==> src/daf_pkg.sv <==
// ----------------------------------------------------------------------------
// daf_pkg
// Shared widths, register codes, control types and saturation helpers of the
// admittance filter.
// ----------------------------------------------------------------------------
package daf_pkg;

  // Filter configuration
  localparam int AXES      = 4;
  localparam int COEF_FRAC = 14;
  localparam int B_FRAC    = 22;

  // Field and datapath widths
  localparam int REG_W   = 64;
  localparam int LANE_W  = 16;
  localparam int LANES   = REG_W / LANE_W;
  localparam int VAL_W   = 24;
  localparam int ERR_W   = VAL_W + 1;
  localparam int STATE_W = 32;
  localparam int PROD_W  = LANE_W + STATE_W;
  localparam int GPROD_W = LANE_W + ERR_W;
  localparam int ACC_W   = PROD_W + 2;
  localparam int IDX_W   = 3;

  // Item function code: measurement latch (the other code applies a reference)
  localparam logic FUNC_MEAS = 1'b0;

  // Configuration register indexes
  typedef enum logic [IDX_W-1:0] {
    REG_COEF_PP = 3'd0,
    REG_COEF_PV = 3'd1,
    REG_COEF_VP = 3'd2,
    REG_COEF_VV = 3'd3,
    REG_GAIN_P  = 3'd4,
    REG_GAIN_V  = 3'd5
  } reg_idx_t;

  // Rounding offsets: half an LSB of the result
  localparam logic signed [ACC_W-1:0] RND_COEF = ACC_W'(1) <<< (COEF_FRAC - 1);
  localparam logic signed [ACC_W-1:0] RND_GAIN = ACC_W'(1) <<< (B_FRAC - 1);

  localparam logic signed [STATE_W-1:0] STATE_MAX = {1'b0, {(STATE_W-1){1'b1}}};
  localparam logic signed [STATE_W-1:0] STATE_MIN = {1'b1, {(STATE_W-1){1'b0}}};
  localparam logic signed [ACC_W-1:0]   ACC_MAX   = ACC_W'(STATE_MAX);
  localparam logic signed [ACC_W-1:0]   ACC_MIN   = ACC_W'(STATE_MIN);

  // Per-lane coefficient set
  typedef struct packed {
    logic signed [LANE_W-1:0] pp;
    logic signed [LANE_W-1:0] pv;
    logic signed [LANE_W-1:0] vp;
    logic signed [LANE_W-1:0] vv;
    logic signed [LANE_W-1:0] gp;
    logic signed [LANE_W-1:0] gv;
  } lane_coef_t;

  // Lane control from the sequencer
  typedef struct packed {
    logic load_meas;  // latch measured value
    logic step;       // form products from old state
    logic update;     // write new state
  } lane_ctl_t;

  function automatic logic signed [STATE_W-1:0] sat_state(
    input logic signed [ACC_W-1:0] x
  );
    if (x > ACC_MAX) begin
      return STATE_MAX;
    end else if (x < ACC_MIN) begin
      return STATE_MIN;
    end
    return x[STATE_W-1:0];
  endfunction

  function automatic logic signed [STATE_W-1:0] neg_state(
    input logic signed [STATE_W-1:0] x
  );
    if (x == STATE_MIN) begin
      return STATE_MAX;
    end
    return -x;
  endfunction

endpackage

==> src/daf_out_if.sv <==
// ----------------------------------------------------------------------------
// daf_out_if
// State channel: negated position and velocity of every axis.
// ----------------------------------------------------------------------------
interface daf_out_if;
  import daf_pkg::*;

  logic                      valid;
  logic                      ready;
  logic signed [STATE_W-1:0] pos_out0;
  logic signed [STATE_W-1:0] pos_out1;
  logic signed [STATE_W-1:0] pos_out2;
  logic signed [STATE_W-1:0] pos_out3;
  logic signed [STATE_W-1:0] vel_out0;
  logic signed [STATE_W-1:0] vel_out1;
  logic signed [STATE_W-1:0] vel_out2;
  logic signed [STATE_W-1:0] vel_out3;

  modport source (
    output valid, pos_out0, pos_out1, pos_out2, pos_out3,
           vel_out0, vel_out1, vel_out2, vel_out3,
    input  ready
  );
  modport sink (
    input  valid, pos_out0, pos_out1, pos_out2, pos_out3,
           vel_out0, vel_out1, vel_out2, vel_out3,
    output ready
  );
endinterface

==> src/daf_merge.sv <==
// ----------------------------------------------------------------------------
// daf_merge
// Gathers the lanes' negated states into one result item and holds it in
// the output register until the sink takes it.
// ----------------------------------------------------------------------------
module daf_merge (
  input  logic                               clk,
  input  logic                               rst,
  input  logic                               load,
  input  logic signed [daf_pkg::STATE_W-1:0] pos_neg [daf_pkg::LANES],
  input  logic signed [daf_pkg::STATE_W-1:0] vel_neg [daf_pkg::LANES],
  output logic                               free,
  daf_out_if.source                          state_ch
);
  import daf_pkg::*;

  logic                      out_valid;
  logic signed [STATE_W-1:0] pos_r [LANES];
  logic signed [STATE_W-1:0] vel_r [LANES];

  assign free = !out_valid || state_ch.ready;

  // Hold valid until taken
  always_ff @(posedge clk) begin
    if (rst) begin
      out_valid <= 1'b0;
    end else if (load) begin
      out_valid <= 1'b1;
    end else if (state_ch.ready) begin
      out_valid <= 1'b0;
    end
  end

  // Capture lanes; axes beyond the configured count read zero
  always_ff @(posedge clk) begin
    if (load) begin
      for (int i = 0; i < LANES; i++) begin
        pos_r[i] <= (i < AXES) ? pos_neg[i] : '0;
        vel_r[i] <= (i < AXES) ? vel_neg[i] : '0;
      end
    end
  end

  assign state_ch.valid    = out_valid;
  assign state_ch.pos_out0 = pos_r[0];
  assign state_ch.pos_out1 = pos_r[1];
  assign state_ch.pos_out2 = pos_r[2];
  assign state_ch.pos_out3 = pos_r[3];
  assign state_ch.vel_out0 = vel_r[0];
  assign state_ch.vel_out1 = vel_r[1];
  assign state_ch.vel_out2 = vel_r[2];
  assign state_ch.vel_out3 = vel_r[3];

endmodule

==> src/flat_wrapper.sv <==
// flat-port wrapper written by rule: the top's interface ports become plain ports
module daf_merge_flat import daf_pkg::*;
  (clk, rst, load, pos_neg, vel_neg, free, state_ch_valid, state_ch_pos_out0, state_ch_pos_out1, state_ch_pos_out2, state_ch_pos_out3, state_ch_vel_out0, state_ch_vel_out1, state_ch_vel_out2, state_ch_vel_out3, state_ch_ready);
  daf_out_if state_ch_i ();
  input  logic clk;
  input  logic rst;
  input  logic load;
  input  logic signed [daf_pkg::STATE_W-1:0] pos_neg[daf_pkg::LANES];
  input  logic signed [daf_pkg::STATE_W-1:0] vel_neg[daf_pkg::LANES];
  output logic free;
  output wire logic [$bits(state_ch_i.valid)-1:0] state_ch_valid;
  output wire logic [$bits(state_ch_i.pos_out0)-1:0] state_ch_pos_out0;
  output wire logic [$bits(state_ch_i.pos_out1)-1:0] state_ch_pos_out1;
  output wire logic [$bits(state_ch_i.pos_out2)-1:0] state_ch_pos_out2;
  output wire logic [$bits(state_ch_i.pos_out3)-1:0] state_ch_pos_out3;
  output wire logic [$bits(state_ch_i.vel_out0)-1:0] state_ch_vel_out0;
  output wire logic [$bits(state_ch_i.vel_out1)-1:0] state_ch_vel_out1;
  output wire logic [$bits(state_ch_i.vel_out2)-1:0] state_ch_vel_out2;
  output wire logic [$bits(state_ch_i.vel_out3)-1:0] state_ch_vel_out3;
  input wire logic [$bits(state_ch_i.ready)-1:0] state_ch_ready;
  assign state_ch_valid = state_ch_i.valid;
  assign state_ch_pos_out0 = state_ch_i.pos_out0;
  assign state_ch_pos_out1 = state_ch_i.pos_out1;
  assign state_ch_pos_out2 = state_ch_i.pos_out2;
  assign state_ch_pos_out3 = state_ch_i.pos_out3;
  assign state_ch_vel_out0 = state_ch_i.vel_out0;
  assign state_ch_vel_out1 = state_ch_i.vel_out1;
  assign state_ch_vel_out2 = state_ch_i.vel_out2;
  assign state_ch_vel_out3 = state_ch_i.vel_out3;
  assign state_ch_i.ready = state_ch_ready;
  daf_merge u_core (.clk(clk), .rst(rst), .load(load), .pos_neg(pos_neg), .vel_neg(vel_neg), .free(free), .state_ch(state_ch_i));
endmodule
==> config.mk <==
export PLATFORM = sky130hd
export DESIGN_NAME = daf_merge_flat
export DESIGN_NICKNAME = d
export VERILOG_FILES = /design/src/daf_pkg.sv /design/src/daf_out_if.sv /design/src/daf_merge.sv /design/src/flat_wrapper.sv
export SDC_FILE = /design/constraint.sdc
export NUM_CORES = 1
export LEC_CHECK = 0
export BUFFER_PORTS_ARGS = -buffer_cell sky130_fd_sc_hd__buf_2
export CORE_AREA = 4 4 197 199
export CTS_BUF_LIST = sky130_fd_sc_hd__clkbuf_2 sky130_fd_sc_hd__clkbuf_4 sky130_fd_sc_hd__clkbuf_8
export CTS_CLUSTER_DIAMETER = 40
export DETAILED_ROUTE_END_ITERATION = 8
export DIE_AREA = 0 0 201 203
export GPL_TIMING_DRIVEN = 0
export PLACE_DENSITY = 0.46
export SLEW_MARGIN = 20
export SYNTH_ARGS = -nofsm -noshare
export SYNTH_HDL_FRONTEND = slang
export SYNTH_SLANG_ARGS = --single-unit
==> constraint.sdc <==
create_clock -name clk -period 0.8 [get_ports clk]
set_input_delay 0 -clock clk [delete_from_list [all_inputs] [get_ports clk]]
set_output_delay 0 -clock clk [all_outputs]
set_load 0.01 [all_outputs]
* Yosys cells after proc, flatten, opt, wreduce, memory -nomap -nowiden
Memories as Yosys holds them, arrays and structs flattened.
Index checks and enable logic that the tools add are counted.
** Storage, ports and cells
- Memory bits (writable) :: 256
- Register bits :: 1
- Logic and storage cells :: 10
- Memories :: 2
- Input bits :: 260
** Operators by class
- Mux-type cells :: 4
- Reduce and logical (&&, ||, !) cells :: 3
** Memories
- u_core.pos_r :: depth 4, bits a word 32, rd ports 4, clocked after Yosys merged registers in 0, wr ports 4, RTL line daf_merge.sv:18 : logic signed [STATE_W-1:0] pos_r [LANES];
- u_core.vel_r :: depth 4, bits a word 32, rd ports 4, clocked after Yosys merged registers in 0, wr ports 4, RTL line daf_merge.sv:19 : logic signed [STATE_W-1:0] vel_r [LANES];
** Operators by type and width (number)
- 1-bit 2-to-1 mux :: 4
- 2-bit nonzero test :: 1
- 1-bit logical NOT :: 1
- 1-bit logical OR :: 1

* Longest topological paths before layout
- Depth after elaboration :: 2
- Gate-level depth with buffers :: 2
- Depth with buffers taken out :: 2

* Worst setup path after synthesis
Ideal clock, no wire load.
- Path type :: flip-flop to flip-flop
- Start :: reg u_core.state_ch.valid (netlist name)
- End :: reg u_core.out_valid (netlist: u_core.state_ch.valid)
- Setup slack :: 137 ps
- Clock period less this slack :: 663 ps
- Cell stages (with the launch flop) :: 3
- Data arrival time :: 597 ps
- Cells stage by stage :: dfxtp_1 > nand2b_4 > a21oi_2
** RTL lines
- to (signal assigned) :: RTL line daf_merge.sv:26 : out_valid <= 1'b0;
- to (signal assigned) :: RTL line daf_merge.sv:28 : out_valid <= 1'b1;
- to (signal assigned) :: RTL line daf_merge.sv:30 : out_valid <= 1'b0;
- to (decl) :: RTL line daf_merge.sv:17 : logic out_valid;

==> results_dict.tcl <==
set metrics [dict create \
    syn-cell-area_sq_um 7730 \
    relSlewSlack 0.642 \
    cts_tree "done" \
    syn_area_per_cell_sq_um 29.7 \
    slew_viol_final 0 \
    dp_hpwl_microns 17900 \
    cts-root-buf "clkbuf_8" \
    overflow 0 \
    p_leak_nw 6.30 \
    start_util 0.208 \
    die_y_microns 203 \
    wire_per_inst_microns 16.9 \
    ios 518 \
    fin_worst_skew_ns 0 \
    max-cap-violations 0 \
    outcome "finished with violations" \
    netlist_instances 260 \
    final_common_cell "buf_2" \
    clk_latency_ns 0.57 \
    grt_max_degree 98 \
    mostFrequentLayoutCells "491 x buf_2, 257 x dlygate4sd3_1, 256 x edfxtp_1" \
    yosysWarnings 0 \
    std_cell_rows 71 \
    yosysUniqueCellTypes 5 \
    cts_buffers 51 \
    h-tree-depth 2 \
    period_share 1.50 \
    critPathTopFamily "flip-flops" \
    dieArea_sq_um 40800 \
    cpPeakStageDelay_ns 0.46 \
    grt_usage 0.127 \
    clkTransAtPathRegs_ns 0.06 \
    clockBufferDepth 3 \
    grt_pass1_vias 6704 \
    crit_path_end_kind "output pin" \
    powerDensity_nw_per_um2 2300 \
    setup_viol 259 \
    worstPathArrival_ns 1.20 \
    drt_iter0_markers 201 \
    num-fill-cells 3345 \
    drc_errors 0 \
    synth.ff_latch_count 257 \
    via_per_inst 3.69 \
    yosysSeqAreaShare 0.997 \
    area_growth_pct 91.9 \
    path_buf_inv 1 \
    die_w_microns 201 \
    crit_slowest_cell "edfxtp_1" \
    critPathRequiredTime_ns 0.80 \
    dr.pass1.iters 4 \
    ir_drop_mv 1.93 \
    pre_cts_ws_ns -0.620 \
    vias 5933 \
    drive_gt1_frac 0.538 \
    antenna_found_initial 3 \
    place.gp.congestion 0.730 \
    violations "hold timing, setup timing" \
    timing.fmax_ghz 0.832 \
    timing.hold.ws_ns -0.133 \
    syn_nets 520 \
    crit_fanout 1 \
    grt_setup_unrepaired "true" \
    hold_violations 72 \
    finalPower_mw 34.1 \
    crit_chain "buf_6" \
    clock-sinks 257 \
    fin_crit_ns 1.20 \
    final_cell_count_no_fill 1608 \
    layout_setup_ws_ns -0.401 \
    dp.cells 1253 \
    portBuffers 517 \
    grt_pass1_wl_microns 39400 \
    critical_path_class "reg2out" \
    core_area_sq_um 37200 \
    hold_buffers 257 \
    cp-start-kind "flop" \
    min-delay-path-class "in2reg" \
    ant_nets 0 \
    worst_pin_slew_ns 0.537 \
    fin_nets 1351 \
    wl_microns 27200 \
]
per-stage QoR:
step / TNS, ns / util / hold WS [ns] / cell area, sq um
6_report: -74.77 / 0.399 / -0.133 / 14800
5_1_grt: -96.27 / 0.399 / -0.176 / 14800
4_1_cts: -98.03 / 0.396 / -0.295 / 14700
3_5_place_dp: -113.71 / 0.295 / 0.166 / 11000
3_3_place_gp: -1025.59 / 0.293 / 0.165 / 10900
2_1_floorplan: 0 / - / 0.0624 / 7730
routing by layer:
metal  vias to the layer above  GRT usage  share of wire
li1                       2744          -              -
met1                      2781      0.118           0.33
met2                       341      0.233           0.53
met3                        65     0.0586           0.10
met4                         2     0.0639          0.036
met5                         -          0        0.00048
synth_stat cells:
cell / n / share of area
edfxtp_1: 256 / 0.99
a21oi_2: 1 / 0.0011
dfxtp_1: 1 / 0.0026
inv_1: 1 / 0.00048
nand2b_4: 1 / 0.0018
power breakdown:
part | switching, mW | total (mW) | internal (mW)
combinational | 1.72 | 3.80 | 2.08
clock | 5.76 | 14.0 | 8.23
sequential | 0.324 | 16.3 | 16.0
total | 7.81 | 34.1 | 26.3
cells by family (layout without fill, tap and decap cells):
| group | count (synthesis) | in the layout | synth area share |
|---|---|---|---|
| AOI/OAI and AO/OA | 1 | 1 | 0.00113 |
| buffers and inverters | 1 | 872 | 0.000485 |
| other | 0 | 3 | 0 |
| and+or+nand+nor | 1 | 1 | 0.00178 |
| DFF | 257 | 257 | 0.997 |
state kept, by name, summed over array words and instances, names as in the netlist:
signal                 flops
u_core.pos_r             128
u_core.vel_r             128
u_core.state_ch.valid      1
layout make-up:
type / instances / area (sq um) / share of cell area
Sequential cell: 257 / 7710 / 0.519
Inverter: 1 / 3.75 / 0.000253
Clock inverter: 23 / 211 / 0.0142
Tap cell: 474 / 593 / 0.0400
Clock buffer: 70 / 888 / 0.0598
Timing Repair Buffer: 778 / 5410 / 0.364
Antenna cell: 3 / 7.51 / 0.000506
Multi-Input combinational cell: 2 / 22.5 / 0.00152
what timing repair did:
item	CTS	global route
buffers inserted	1	1
resized for setup	15	28
setup endpoints to repair	258	332
endpoints found under the hold margin	328	72
pin swaps	0	1
gates cloned	0	0
worst paths after layout:
path                                 to  slack [ns]  depth (start not counted)                  start
setup / recovery  state_ch_pos_out2[14]       -0.40                          1    u_core.pos_r[2][14]
hold / removal       u_core.pos_r[3][5]       -0.13                          1                   load
setup reg to reg  u_core.state_ch.valid       -0.01                          4  u_core.state_ch.valid
hold reg to reg   u_core.state_ch.valid        0.67                          4  u_core.state_ch.valid
No activity file was read; power rests on OpenSTA's default activity.
